[src/rtl/core/ufrc_pkg.sv]
package ufrc_pkg;

  localparam int FRAME_DEPTH = 64;
  localparam int MAX_RESULTS = 60;
  localparam int ADDR_W      = $clog2(FRAME_DEPTH);
  localparam int CNT_W       = $clog2(FRAME_DEPTH + 1);
  // wide enough for length + 5 and for the byte count
  localparam int POS_W       = ((CNT_W > 9) ? CNT_W : 9) + 1;
  localparam int CFG_IDX_W   = 8;

  localparam logic [CFG_IDX_W-1:0] CFG_IDLE_TIMEOUT = CFG_IDX_W'(0);
  localparam logic [CFG_IDX_W-1:0] CFG_CRC_INIT     = CFG_IDX_W'(1);

  localparam logic [15:0] IDLE_TIMEOUT_RESET = 16'd300;
  localparam logic [15:0] CRC_INIT_RESET     = 16'h0000;
  localparam logic [15:0] CRC_POLY_REFL      = 16'hA001;

  localparam logic [7:0] CH_A = 8'h41;
  localparam logic [7:0] CH_C = 8'h43;
  localparam logic [7:0] CH_K = 8'h4B;
  localparam logic [7:0] CH_N = 8'h4E;
  localparam logic [7:0] CH_W = 8'h57;

  localparam logic CMD_BYTE = 1'b0;
  localparam logic CMD_TICK = 1'b1;

  typedef enum logic [2:0] {
    KIND_ACK   = 3'd0,
    KIND_NACK  = 3'd1,
    KIND_GOOD  = 3'd2,
    KIND_BAD   = 3'd3,
    KIND_OTHER = 3'd4
  } frame_kind_t;

  typedef enum logic [1:0] {
    REPLY_NONE = 2'd0,
    REPLY_ACK  = 2'd1,
    REPLY_NACK = 2'd2
  } reply_t;

  typedef struct packed {
    logic        load;
    logic [15:0] load_value;
    logic        start;
    logic [7:0]  data;
  } crc_cmd_t;

endpackage

[src/rtl/core/ufrc_ram.sv]
module ufrc_ram #(
  parameter int WIDTH = 8,
  parameter int DEPTH = 64
) (
  input  logic                     clk,
  input  logic                     we,
  input  logic [$clog2(DEPTH)-1:0] waddr,
  input  logic [WIDTH-1:0]         wdata,
  input  logic                     re,
  input  logic [$clog2(DEPTH)-1:0] raddr,
  output logic [WIDTH-1:0]         rdata
);

  logic [WIDTH-1:0] mem [DEPTH];

  always_ff @(posedge clk) begin
    if (we) begin
      mem[waddr] <= wdata;
    end
    if (re) begin
      rdata <= mem[raddr];
    end
  end

endmodule

[src/rtl/core/ufrc_crc_serial.sv]
module ufrc_crc_serial (
  input  logic               clk,
  input  logic               rst,
  input  ufrc_pkg::crc_cmd_t cmd,
  output logic               busy,
  output logic [15:0]        crc
);

  import ufrc_pkg::*;

  logic [2:0] bit_cnt;

  // one bit of the reflected CRC per cycle; byte is folded in on start
  always_ff @(posedge clk) begin
    if (rst) begin
      crc     <= CRC_INIT_RESET;
      busy    <= 1'b0;
      bit_cnt <= '0;
    end else begin
      priority if (cmd.load) begin
        crc  <= cmd.load_value;
        busy <= 1'b0;
      end else if (cmd.start) begin
        crc     <= crc ^ {8'h00, cmd.data};
        busy    <= 1'b1;
        bit_cnt <= '0;
      end else begin
        if (busy) begin
          crc     <= (crc >> 1) ^ (crc[0] ? CRC_POLY_REFL : 16'h0000);
          bit_cnt <= bit_cnt + 3'd1;
          if (bit_cnt == 3'd7) begin
            busy <= 1'b0;
          end
        end
      end
    end
  end

endmodule

[src/rtl/core/uart_frame_receive_classifier_unit.sv]
// Channel | Dir | Handshake           | Content
// s       | in  | s_tvalid / s_tready | tdata rx_byte, tuser cmd
// m       | out | m_tvalid / m_tready | tdata reply..payload_byte, tuser kind/pv, tlast
// cfg     | in  | cfg_valid/cfg_ready | cfg_index, cfg_data (16 bit)
//
// A byte item is accepted, stepped bit by bit through the bit-serial CRC unit, and
// its result taken before the next item is accepted. A tick item is taken in idle;
// the tick that ends a frame starts the classifier, which zero-fills each missing
// byte before the CRC field through the CRC unit and does one store read per payload byte.
// Synchronous reset; the frame store needs no clearing. An output register
// holds each result, so the input side is free while the final result waits.
module uart_frame_receive_classifier_unit (
  input  logic                           clk,
  input  logic                           rst,
  input  logic                           s_tvalid,
  output logic                           s_tready,
  input  logic [7:0]                     s_tdata,   // [7:0] rx_byte
  input  logic                           s_tuser,   // [0] cmd
  output logic                           m_tvalid,
  input  logic                           m_tready,
  output logic [39:0]                    m_tdata,   // [1:0] reply, [9:2] msg_id,
                                                    // [17:10] msg_type,
                                                    // [25:18] msg_length,
                                                    // [33:26] payload_byte, rest 0
  output logic [3:0]                     m_tuser,   // [2:0] frame_kind, [3] payload_valid
  output logic                           m_tlast,
  input  logic                           cfg_valid,
  output logic                           cfg_ready,
  input  logic [ufrc_pkg::CFG_IDX_W-1:0] cfg_index,
  input  logic [15:0]                    cfg_data
);

  import ufrc_pkg::*;

  typedef enum logic [3:0] {
    S_IDLE, S_CRC, S_CLASS, S_EXT_GO, S_EXT_WAIT,
    S_RDHI, S_RDLO, S_CMP, S_PRD, S_PEMIT
  } state_t;

  state_t             state;
  logic [CNT_W-1:0]   count;
  logic [15:0]        idle_cnt;
  logic               overflowed;
  logic [15:0]        crc_end;
  logic               cap_pend;
  logic [7:0]         b0, b1, b2, b3;
  logic [15:0]        idle_timeout;
  logic [15:0]        crc_init;
  logic [POS_W-1:0]   ext_left;
  logic [15:0]        crc_chk;
  logic [7:0]         rx_hi;
  logic [7:0]         pay_idx;

  logic               out_valid;
  frame_kind_t        out_kind;
  reply_t             out_reply;
  logic [7:0]         out_id, out_type, out_len, out_pb;
  logic               out_pv, out_last;

  crc_cmd_t           crc_cmd;
  logic               crc_busy;
  logic [15:0]        crc_val;
  logic               ram_re;
  logic [ADDR_W-1:0]  ram_raddr;
  logic [7:0]         ram_rdata;

  logic               in_acc, byte_acc, tick_acc, out_free;
  logic [POS_W-1:0]   cnt_w, len_w, end_pos, new_cnt, len_eff, pay_pos;
  logic [15:0]        idle_next;
  logic               is_ack, is_nack, is_msg, len_bad, crc_good, pos_ok, cap_now;

  logic               emit, emit_last;
  frame_kind_t        r_kind;
  reply_t             r_reply;
  logic [7:0]         r_id, r_type, r_len, r_pb;
  logic               r_pv, r_last;

  assign s_tready  = (state == S_IDLE);
  assign cfg_ready = 1'b1;
  assign in_acc    = s_tvalid & s_tready;
  assign byte_acc  = in_acc && (s_tuser == CMD_BYTE) && (count < CNT_W'(FRAME_DEPTH));
  assign tick_acc  = in_acc && (s_tuser == CMD_TICK);
  assign out_free  = !out_valid || m_tready;

  assign cnt_w   = POS_W'(count);
  assign len_w   = POS_W'(b2);
  assign end_pos = len_w + POS_W'(3);
  assign new_cnt = cnt_w + POS_W'(1);
  assign len_eff = POS_W'((count == CNT_W'(2)) ? s_tdata : b2);
  assign cap_now = (new_cnt >= POS_W'(3)) && (new_cnt == len_eff + POS_W'(3));
  assign pay_pos = POS_W'(pay_idx) + POS_W'(3);
  assign pos_ok  = pay_pos < cnt_w;

  assign idle_next = (idle_cnt == 16'hFFFF) ? idle_cnt : idle_cnt + 16'd1;

  assign is_ack  = (count == CNT_W'(3)) && (b0 == CH_A) && (b1 == CH_C) && (b2 == CH_K);
  assign is_nack = (count == CNT_W'(4)) && (b0 == CH_N) && (b1 == CH_A) &&
                   (b2 == CH_C) && (b3 == CH_K);
  assign is_msg  = (count > CNT_W'(5)) && (b1 == CH_W);
  assign len_bad = (len_w + POS_W'(5) > POS_W'(FRAME_DEPTH)) ||
                   (b2 > 8'(MAX_RESULTS - 1));
  // low CRC byte is on the read port while in S_CMP
  assign crc_good = {rx_hi, ((end_pos + POS_W'(1)) < cnt_w) ? ram_rdata : 8'h00} == crc_chk;

  always_comb begin
    emit    = 1'b0;
    r_kind  = KIND_OTHER;
    r_reply = REPLY_NONE;
    r_id    = 8'h00;
    r_type  = 8'h00;
    r_len   = 8'h00;
    r_pv    = 1'b0;
    r_pb    = 8'h00;
    r_last  = 1'b1;
    unique case (state)
      S_CLASS: begin
        priority if (overflowed) begin
          emit = out_free;
        end else if (is_ack) begin
          emit   = out_free;
          r_kind = KIND_ACK;
        end else if (is_nack) begin
          emit   = out_free;
          r_kind = KIND_NACK;
        end else if (!is_msg) begin
          emit = out_free;
        end else if (len_bad) begin
          emit    = out_free;
          r_kind  = KIND_BAD;
          r_reply = REPLY_NACK;
          r_id    = b0;
          r_type  = b1;
          r_len   = b2;
        end else begin
          emit = 1'b0;
        end
      end
      S_CMP: begin
        emit   = out_free;
        r_id   = b0;
        r_type = b1;
        r_len  = b2;
        if (crc_good) begin
          r_kind  = KIND_GOOD;
          r_reply = REPLY_ACK;
          r_last  = (b2 == 8'h00);
        end else begin
          r_kind  = KIND_BAD;
          r_reply = REPLY_NACK;
        end
      end
      S_PEMIT: begin
        emit    = out_free;
        r_kind  = KIND_GOOD;
        r_reply = REPLY_ACK;
        r_id    = b0;
        r_type  = b1;
        r_len   = b2;
        r_pv    = 1'b1;
        r_pb    = pos_ok ? ram_rdata : 8'h00;
        r_last  = (8'(pay_idx + 8'd1) == b2);
      end
      default: begin
        emit = 1'b0;
      end
    endcase
    emit_last = emit && r_last;
  end

  always_comb begin
    crc_cmd.start      = byte_acc || (state == S_EXT_GO);
    crc_cmd.data       = (state == S_EXT_GO) ? 8'h00 : s_tdata;
    crc_cmd.load       = emit_last ||
                         (cfg_valid && (cfg_index == CFG_CRC_INIT) && (count == '0));
    crc_cmd.load_value = emit_last ? crc_init : cfg_data;
  end

  always_comb begin
    ram_re    = 1'b0;
    ram_raddr = pay_pos[ADDR_W-1:0];
    unique case (state)
      S_RDHI: begin
        ram_re    = 1'b1;
        ram_raddr = end_pos[ADDR_W-1:0];
      end
      S_RDLO: begin
        ram_re    = 1'b1;
        ram_raddr = end_pos[ADDR_W-1:0] + ADDR_W'(1);
      end
      S_PRD: begin
        ram_re = 1'b1;
      end
      default: begin
        ram_re = 1'b0;
      end
    endcase
  end

  ufrc_ram #(
    .WIDTH(8),
    .DEPTH(FRAME_DEPTH)
  ) u_store (
    .clk  (clk),
    .we   (byte_acc),
    .waddr(count[ADDR_W-1:0]),
    .wdata(s_tdata),
    .re   (ram_re),
    .raddr(ram_raddr),
    .rdata(ram_rdata)
  );

  ufrc_crc_serial u_crc (
    .clk (clk),
    .rst (rst),
    .cmd (crc_cmd),
    .busy(crc_busy),
    .crc (crc_val)
  );

  always_ff @(posedge clk) begin
    if (rst) begin
      state        <= S_IDLE;
      count        <= '0;
      idle_cnt     <= '0;
      overflowed   <= 1'b0;
      crc_end      <= '0;
      cap_pend     <= 1'b0;
      idle_timeout <= IDLE_TIMEOUT_RESET;
      crc_init     <= CRC_INIT_RESET;
      out_valid    <= 1'b0;
    end else begin
      if (cfg_valid) begin
        if (cfg_index == CFG_IDLE_TIMEOUT) begin
          idle_timeout <= cfg_data;
        end else if (cfg_index == CFG_CRC_INIT) begin
          crc_init <= cfg_data;
        end
      end

      if (emit) begin
        out_valid <= 1'b1;
        out_kind  <= r_kind;
        out_reply <= r_reply;
        out_id    <= r_id;
        out_type  <= r_type;
        out_len   <= r_len;
        out_pv    <= r_pv;
        out_pb    <= r_pb;
        out_last  <= r_last;
      end else if (m_tready) begin
        out_valid <= 1'b0;
      end

      unique case (state)
        S_IDLE: begin
          if (in_acc && (s_tuser == CMD_BYTE)) begin
            idle_cnt <= '0;
            if (byte_acc) begin
              count    <= count + CNT_W'(1);
              cap_pend <= cap_now;
              state    <= S_CRC;
              if (count == CNT_W'(0)) b0 <= s_tdata;
              if (count == CNT_W'(1)) b1 <= s_tdata;
              if (count == CNT_W'(2)) b2 <= s_tdata;
              if (count == CNT_W'(3)) b3 <= s_tdata;
            end else begin
              overflowed <= 1'b1;
            end
          end else if (tick_acc && (count != '0)) begin
            idle_cnt <= idle_next;
            if (idle_next >= idle_timeout) begin
              state <= S_CLASS;
            end
          end
        end
        S_CRC: begin
          if (!crc_busy) begin
            if (cap_pend) begin
              crc_end <= crc_val;
            end
            state <= S_IDLE;
          end
        end
        S_CLASS: begin
          if (!(overflowed || is_ack || is_nack || !is_msg || len_bad)) begin
            if (cnt_w >= end_pos) begin
              crc_chk <= crc_end;
              state   <= S_RDHI;
            end else begin
              // short frame: run zeros through the CRC up to the CRC field
              ext_left <= end_pos - cnt_w;
              state    <= S_EXT_GO;
            end
          end
        end
        S_EXT_GO: begin
          ext_left <= ext_left - POS_W'(1);
          state    <= S_EXT_WAIT;
        end
        S_EXT_WAIT: begin
          if (!crc_busy) begin
            if (ext_left == '0) begin
              crc_chk <= crc_val;
              state   <= S_RDHI;
            end else begin
              state <= S_EXT_GO;
            end
          end
        end
        S_RDHI: begin
          state <= S_RDLO;
        end
        S_RDLO: begin
          rx_hi <= (end_pos < cnt_w) ? ram_rdata : 8'h00;
          state <= S_CMP;
        end
        S_CMP: begin
          if (emit && !r_last) begin
            pay_idx <= 8'h00;
            state   <= S_PRD;
          end
        end
        S_PRD: begin
          state <= S_PEMIT;
        end
        S_PEMIT: begin
          if (emit && !r_last) begin
            pay_idx <= pay_idx + 8'd1;
            state   <= S_PRD;
          end
        end
        default: begin
          state <= S_IDLE;
        end
      endcase

      // final result of a frame goes out: start a fresh frame
      if (emit_last) begin
        state      <= S_IDLE;
        count      <= '0;
        idle_cnt   <= '0;
        overflowed <= 1'b0;
        crc_end    <= '0;
      end
    end
  end

  assign m_tvalid = out_valid;
  assign m_tlast  = out_last;
  assign m_tuser  = {out_pv, out_kind};
  assign m_tdata  = {6'b000000, out_pb, out_len, out_type, out_id, out_reply};

endmodule

[config.mk]
export PLATFORM = sky130hd
export DESIGN_NAME = uart_frame_receive_classifier_unit
export DESIGN_NICKNAME = d
export VERILOG_FILES = /design/src/rtl/core/ufrc_pkg.sv /design/src/rtl/core/ufrc_ram.sv /design/src/rtl/core/ufrc_crc_serial.sv /design/src/rtl/core/uart_frame_receive_classifier_unit.sv
export SDC_FILE = /design/constraint.sdc
export NUM_CORES = 1
export LEC_CHECK = 0
export BUFFER_PORTS_ARGS = -buffer_cell sky130_fd_sc_hd__buf_2
export CAP_MARGIN = 20
export CORE_MARGIN = 4
export CORE_UTILIZATION = 43
export CTS_BUF_LIST = sky130_fd_sc_hd__clkbuf_16
export DETAILED_ROUTE_END_ITERATION = 12
export PLACE_DENSITY = 0.67
export SLEW_MARGIN = 25
export SYNTH_ARGS = -nofsm -noshare
export SYNTH_HDL_FRONTEND = slang
export SYNTH_SLANG_ARGS = --single-unit
[constraint.sdc]
create_clock -name clk -period 8.2 [get_ports clk]
set_input_delay 1.23 -clock clk [delete_from_list [all_inputs] [get_ports clk]]
set_output_delay 1.23 -clock clk [all_outputs]
set_load 0.01 [all_outputs]
==> results_dict.tcl, run 1 <==
set metrics [dict create \
    hold-path-endpoint "u_crc.crc[8]$_SDFFE_PP0P_" \
    power_frac_seq_pct 49.2 \
    routabilityCongestion 0.876 \
    cts_tree "yes" \
    status "completed" \
    switching_power_w 0.00214 \
    powerDensity_nw_per_um2 229 \
    grt_overflow 0 \
    post_cts_buffers 0 \
    cts_made_buffers 76 \
    postSynthCellCount 2439 \
    hpwlAfterDp_um 49700 \
    p_comb_share_pct 11.4 \
    ys_types 77 \
    design.core.area_um2 76500 \
    setup_viol_count_final 0 \
    cts_resized 0 \
    drt-vias-per-instance 5.49 \
    pin_count 86 \
    grt_pass1_wl_um 116000 \
    vias 19736 \
    layout-drive-gt1-share_pct 10.5 \
    hp-class "reg -> reg" \
    cts_max_level 3 \
    period_share_pct 73.7 \
    synth_edf_count 633 \
    fmax_mhz 165 \
    die_w_um 287 \
    cap_violations 0 \
    ir_worst_vdd_mv 0.139 \
    p_leak_nw 15.9 \
    met1_usage_pct 24.9 \
    path_class "reg -> reg" \
    port_buffers 78 \
    grt_max_degree 125 \
    rr_startpoint "b2[0]$_DFFE_PP_" \
    fin_crit_ns 6.05 \
    tns_ns 0 \
    grt_pass1_vias 19530 \
    dieArea_um2 82200 \
    dr.pass1.iters 5 \
    path_clk_slew_ns 0.06 \
    path_cells "inv_1 > ha_1 > nand3b_1 > xnor2_1 > nand2_1 > xnor2_1 > ha_1 > a21o_1 > a211o_1 > nor3_1 > nand4_1 > a21oi_1 > o21a_2 > or2_2 > nor2_1" \
    relSlewSlack_pct 31.0 \
    final_nets 2594 \
    crit_arrival_ns 6.50 \
    ys_async_sr_fraction_pct 0 \
    drtIter0Drc 1565 \
    root_buffer "clkbuf_16" \
    wl_per_cell_um 21.4 \
    worst_pin_slew_ns 1.03 \
    route.detailed.drc 0 \
    synth_ff_type "edfxtp_1" \
    clk_latency_ns 0.62 \
    pwr-share-clk_pct 39.4 \
    grt-busiest-layer "met2" \
    gr-usage-met2_pct 30.1 \
    ant_nets 0 \
    skew_ns 0.0321 \
    rr_worst_depth 15 \
    end_kind "register" \
    slowest_delay_ns 0.88 \
    clk_path_buf_depth 3 \
    antenna_cells 0 \
    slew_violations 0 \
    hold_viol_final 0 \
    syn_area_um2 33400 \
    die_h_um 287 \
    synth_warnings 0 \
    grt_use_total_pct 18.3 \
    clkSinkCount 731 \
    ys_seq_area_share_pct 62.8 \
    start_util_pct 43.7 \
    critPathMaxFanout 45 \
    area_growth_pct 11.8 \
    grt_util_met3_pct 3.46 \
    rsz0062_at_grt "false" \
    r2r-end "count[4]$_SDFFE_PP0P_" \
    worstHoldPathCells 2 \
    synth-seq-cells 731 \
    wirelength_um 76900 \
    antenna_found_initial 3 \
    worstHoldStart "crc_init[8]$_SDFFE_PP0P_" \
    rows 101 \
    holdBufCountCts 0 \
    slowest_stage "or2_2" \
    p_sw_share_pct 25.1 \
    r2r_setup_slack_ns 2.15 \
    p_int_w 0.00641 \
    synth_area_per_cell_um2 13.7 \
    startpoint_type "register" \
    cp_data_required_time_ns 8.65 \
    utilization_pct 48.9 \
]
[cell usage after synthesis, types with 13 or more instances]
master	number	area share, %
a21oi_1	63	0.94
nor2_1	235	2.6
edfxtp_1	633	57
clkbuf_1	49	0.55
or3_1	17	0.32
inv_1	55	0.62
xnor2_1	58	1.5
nor4_1	13	0.24
nand4_1	21	0.39
xor2_1	31	0.81
nor2b_1	35	0.66
dfxtp_1	98	5.9
o21ai_0	48	0.72
nand3_1	52	0.78
nand2_1	71	0.80
nor3_1	40	0.60
mux2_2	19	0.64
and2_1	22	0.41
buf_2	56	0.84
ha_1	51	1.9
mux2i_1	564	17
[power groups by stage]
| stage | registers (W) | logic [W] | clock network (W) |
|---|---|---|---|
| after floorplan | 0.00426 | 0.000643 | 0 |
| after global placement | 0.00428 | 0.000944 | 0 |
| after detailed placement | 0.00429 | 0.000960 | 0 |
| after CTS | 0.00421 | 0.000964 | 0.00344 |
| after global routing | 0.00421 | 0.00105 | 0.00361 |
| final | 0.00421 | 0.000975 | 0.00337 |
[stage by stage]
stage | cells | setup WS, ns | hold slack, ns | instance area, um2 | total power (W)
4_1_cts | 3592 | 1.81 | 0.454 | 37300 | 0.00861
2_1_floorplan | 2444 | 2.29 | 0.432 | 33400 | 0.00490
3_3_place_gp | 3454 | 2.06 | 0.444 | 34800 | 0.00523
3_5_place_dp | 3455 | 1.82 | 0.447 | 34900 | 0.00525
6_report | 3593 | 2.15 | 0.452 | 37400 | 0.00855
5_1_grt | 3593 | 1.76 | 0.470 | 37400 | 0.00887
[worst max path at each step]
stage	from	endpoint	slack (ns)	cells past startpoint
4_1_cts	b2[0]$_DFFE_PP_	count[4]$_SDFFE_PP0P_	1.81	15
3_3_place_gp	b2[0]$_DFFE_PP_	u_crc.busy$_SDFF_PP0_	2.06	15
2_1_floorplan	b2[0]$_DFFE_PP_	crc_chk[0]$_DFFE_PP_	2.29	14
5_1_grt	b2[0]$_DFFE_PP_	count[5]$_SDFFE_PP0P_	1.76	15
3_5_place_dp	b2[0]$_DFFE_PP_	u_crc.busy$_SDFF_PP0_	1.82	15
6_report	b2[0]$_DFFE_PP_	count[4]$_SDFFE_PP0P_	2.15	15
[sequential cells by signal (all words and copies together), names as in the netlist, 10 cells and up]
signal        cells
crc_init         16
idle_cnt         16
crc_end          16
ext_left         10
u_store.mem     512
crc_chk          16
u_crc.crc        16
idle_timeout     16
[cell families after synthesis]
| family | count (synthesis) | synth area share, % |
|---|---|---|
| other cells | 2 | 0.0225 |
| simple gates | 566 | 8.23 |
| flops | 731 | 62.8 |
| buf+inv | 186 | 2.48 |
| fa+ha+maj | 52 | 1.97 |
| xor+xnor | 93 | 2.59 |
| mux | 583 | 17.5 |
| compound gates | 226 | 4.40 |
[cell type report]
class / instances / area [um2]
fill: 6499 / 39100
multi-input combinational: 1527 / 11700
timing repair buffer: 111 / 692
tap: 1030 / 1290
clock inverter: 60 / 529
inverter: 57 / 214
sequential: 731 / 21000
clock buffer: 77 / 1930
[layout by cell type, fill, tap and decap left out, types with 8 or more instances in the layout]
master     count
xnor2_1       58
clkinv_2      10
a21o_1        10
o21a_1         8
a22o_1         8
a31oi_1       10
mux2_2        19
nor2_1       234
nand4_1       21
nor3_1        32
edfxtp_1     633
xor2_1        31
a22oi_1       10
clkinv_1      15
nor2b_1       35
or3_1         17
buf_4         28
nand2_1       71
nand3_1       52
and2_1        22
clkbuf_16     77
nor3_2        10
inv_1         73
o21ai_0       48
nor4_1        13
a2bb2oi_1      8
a21oi_1       62
mux2i_1      564
buf_2         78
ha_1          51
dfxtp_1       98
nand2b_1      12
[critical path: cells and delay by family, from the launching register on]
kind / cells / cell delay [ns]
AO/OA/AOI/OAI: 4 / 1.42
XOR/XNOR: 2 / 0.69
adder cells (fa/ha/maj): 2 / 0.68
buffers and inverters: 1 / 0.27
flip-flops: 1 / 0.72
AND/OR/NAND/NOR: 6 / 2.06
[routing by layer]
layer	part of all wire (%)	up-vias
met4	2.4	0
met3	6.0	104
met2	47	582
met1	44	9805
met5	0	-
li1	-	9245
(Power assumes the default switching activity.)
==> run 2, diff against run 1 <==
- ABC_AREA: default -> 1
- PLACE_DENSITY: 0.67 -> 0.7
- clock period: 8.2 -> 5.1 ns (I/O delays scaled with it)
==> run 2 against run 1 <==
  * Global-route usage grew 2.3 points
  * Die area shrank 3.2%
  * Clock power grew 62%
  * Critical path depth grew 10
  * Synthesized cell count grew 22%
  * Setup slack lost 1.6 ns
  * Via count grew 17%
  * Sequential cell count is the same
  * Sequential share of layout area grew 1.1 points
  * Hold slack lost 0.019 ns
  * Clock skew grew 0.0088 ns
  * Critical path type unchanged
  * Largest power group unchanged
==> results_dict.tcl, run 2 <==
set metrics [dict create \
    status "completed" \
    path_clk_slew_ns 0.06 \
    synth_edf_count 633 \
    ant_nets 0 \
    whs_ns 0.432 \
    layout-drive-gt1-share_pct 11.0 \
    crit_start "b2[1]$_DFFE_PP_" \
    instances_no_fill 4104 \
    p_leak_nw 12.9 \
    n_fill_cell 6489 \
    start_util_pct 43.4 \
    design.core.area_um2 74400 \
    hpwlAfterDp_um 52400 \
    grt_use_total_pct 20.6 \
    tns_ns 0 \
    cap_violations 0 \
    synth-seq-cells 731 \
    end_kind "register" \
    mostFrequentLayoutCell "edfxtp_1" \
    p_sw_share_pct 26.6 \
    seq_area_um2 21000 \
    path_delay_family "simple AND/OR/NAND/NOR gates" \
    clk_path_buf_depth 3 \
    ys_types 63 \
    yosys.area.top_type "edfxtp_1" \
    grt_overflow 0 \
    worstSetupPathDepth 25 \
    drtIter0Drc 2580 \
    wl_met3_um 6140 \
    drt-vias-per-instance 5.61 \
    cp_num_buf_inv 4 \
    antenna_cells 0 \
    slew_violations 0 \
    ys_async_sr_fraction_pct 0 \
    largest_register_ffs 512 \
    period_share_pct 88.5 \
    clkSinkCount 731 \
    startpoint_type "register" \
    pin_count 86 \
    pwr-share-clk_pct 38.8 \
    synth_ff_type "edfxtp_1" \
    synth_most_common_cell "edfxtp_1" \
    rows 100 \
    dieArea_um2 79600 \
    ys_top_cells_by_count "edfxtp_1 (633), nor2_1 (550), o21ai_0 (350), nand2_1 (253), inv_1 (207)" \
    slowest_delay_ns 0.47 \
    met1_length_um 34800 \
    rr_worst_depth 25 \
    powerDensity_nw_per_um2 384 \
    grt_max_degree 135 \
    setup_viol_count_final 0 \
    cp-endpoint "crc_end[15]$_SDFFE_PP0P_" \
    switching_power_w 0.00374 \
    top_layer_used "met4" \
    die_w_um 282 \
    skew_ns 0.0409 \
    worst_pin_slew_ns 0.935 \
    vias 23029 \
    ys_seq_area_share_pct 64.9 \
    hp-class "in -> reg" \
    cts_resized 0 \
    ir_worst_vdd_mv 0.288 \
    fmax_mhz 222 \
    rr_startpoint "b2[1]$_DFFE_PP_" \
    dr.pass1.iters 5 \
    rsz0062_at_grt "false" \
    hold_viol_final 0 \
    layout_common_cells "edfxtp_1 (633), nor2_1 (546), o21ai_0 (350)" \
    slowest_stage "edfxtp_1" \
    grt_pass1_vias 21774 \
    path_class "reg -> reg" \
    crit_arrival_ns 5.02 \
    route.detailed.drc 0 \
    fin_crit_ns 4.51 \
    port_buffers 78 \
    r2r-end "crc_end[15]$_SDFFE_PP0P_" \
    die_h_um 282 \
    clk_latency_ns 0.64 \
    stdcell_area_um2 36600 \
    wl_met2_um 38900 \
    antenna_found_initial 2 \
    syn_area_um2 32300 \
    cts_max_level 3 \
    postSynthCellCount 2973 \
    power_frac_seq_pct 48.7 \
    place_area_um2 34100 \
    ys_top_cells_by_area "edfxtp_1 (59%), nor2_1 (6.4%), dfxtp_1 (6.1%)" \
    post_cts_buffers 0 \
    wl_per_cell_um 20.2 \
    multi_input_area_um2 9910 \
    r2r_setup_slack_ns 0.59 \
    area_growth_pct 13.3 \
    cp_data_required_time_ns 5.61 \
    wirelength_um 82900 \
    cts_made_buffers 78 \
    synth_area_per_cell_um2 10.9 \
    root_buffer "clkbuf_16" \
    p_int_w 0.0103 \
    synth_warnings 0 \
    relSlewSlack_pct 37.7 \
    routabilityCongestion 0.902 \
    grt_pass1_wl_um 127000 \
    placed_cells 3960 \
    synth_top_cell_area_share_pct 58.8 \
    max_flop_register "u_store.mem" \
    holdBufCountCts 0 \
    p_comb_share_pct 12.4 \
    final_nets 3161 \
    critPathMaxFanout 45 \
    cts_tree "yes" \
]
## run 2: power groups by stage
stage,Clock [W],Combinational [W],Sequential [W]
after detailed placement,0,0.00172,0.00697
after global routing,0.00580,0.00194,0.00687
final,0.00546,0.00175,0.00685
after global placement,0,0.00170,0.00698
after floorplan,0,0.00115,0.00694
after CTS,0.00554,0.00173,0.00685
## run 2: worst register-to-register path, stage by stage, from the launching register on
cell	delay, ns
edfxtp_1	0.47
inv_1	0.25
ha_1	0.32
xor2_1	0.15
nor3_2	0.27
nand3_1	0.14
xor2_1	0.15
inv_1	0.07
ha_1	0.29
nand2_1	0.09
inv_1	0.04
nand2_1	0.06
nand3_1	0.08
a21oi_1	0.13
nand2_1	0.10
inv_2	0.09
nand3_2	0.13
o21ai_0	0.19
nand3_1	0.10
nor2_1	0.13
nand3_2	0.14
nand2_4	0.11
nand2_4	0.17
nand2_8	0.24
nand2_8	0.24
a211oi_1	0.28
## run 2: cell families (layout without fill, tap and decap cells)
| group | count (synthesis) | count (layout) | share of synthesized area (%) |
|---|---|---|---|
| flip-flops | 731 | 731 | 64.9 |
| AO/OA/AOI/OAI | 682 | 682 | 12.7 |
| buffers and inverters | 386 | 543 | 4.71 |
| AND/OR/NAND/NOR | 1056 | 1056 | 13.9 |
| XOR/XNOR | 64 | 64 | 1.73 |
| adder cells (fa/ha/maj) | 52 | 52 | 2.04 |
| other | 2 | 7 | 0.0232 |
## run 2: metrics by stage
step                      setup slack (ns)  util (%)  total power (W)
after global placement               0.568      45.8          0.00867
after floorplan                      0.719         -          0.00808
after CTS                            0.465      49.2           0.0141
after detailed placement             0.477      45.8          0.00870
after global routing                 0.150      49.2           0.0146
final                                0.587      49.2           0.0141
## run 2: how the worst min path moves through the flow
stage / start / to / slack (ns) / cells after the start
floorplan: crc_init[10]$_SDFFE_PP0P_ / crc_init[10]$_SDFFE_PP0P_ / 0.43 / 2
global placement: crc_end[10]$_SDFFE_PP0P_ / crc_end[10]$_SDFFE_PP0P_ / 0.44 / 2
detailed placement: crc_end[8]$_SDFFE_PP0P_ / crc_end[8]$_SDFFE_PP0P_ / 0.45 / 2
CTS: cfg_data[4] / crc_init[4]$_SDFFE_PP0P_ / 0.40 / 3
global route: cfg_data[4] / crc_init[4]$_SDFFE_PP0P_ / 0.42 / 3
finish: cfg_data[4] / crc_init[4]$_SDFFE_PP0P_ / 0.43 / 3
## run 2: per-layer routing
| metal | up-vias | global-route usage [%] |
|---|---|---|
| li1 | 10832 | - |
| met1 | 11039 | 28.4 |
| met2 | 979 | 33.2 |
| met3 | 179 | 3.12 |
| met4 | 0 | 7.78 |
| met5 | - | 0 |
## run 2: cell type report
type	count	area share (%)
inverter	224	2.31
multi-input combinational	1861	27.1
sequential	731	57.2
tap	969	3.31
timing repair buffer	175	3.29
clock buffer	79	5.40
clock inverter	65	1.38
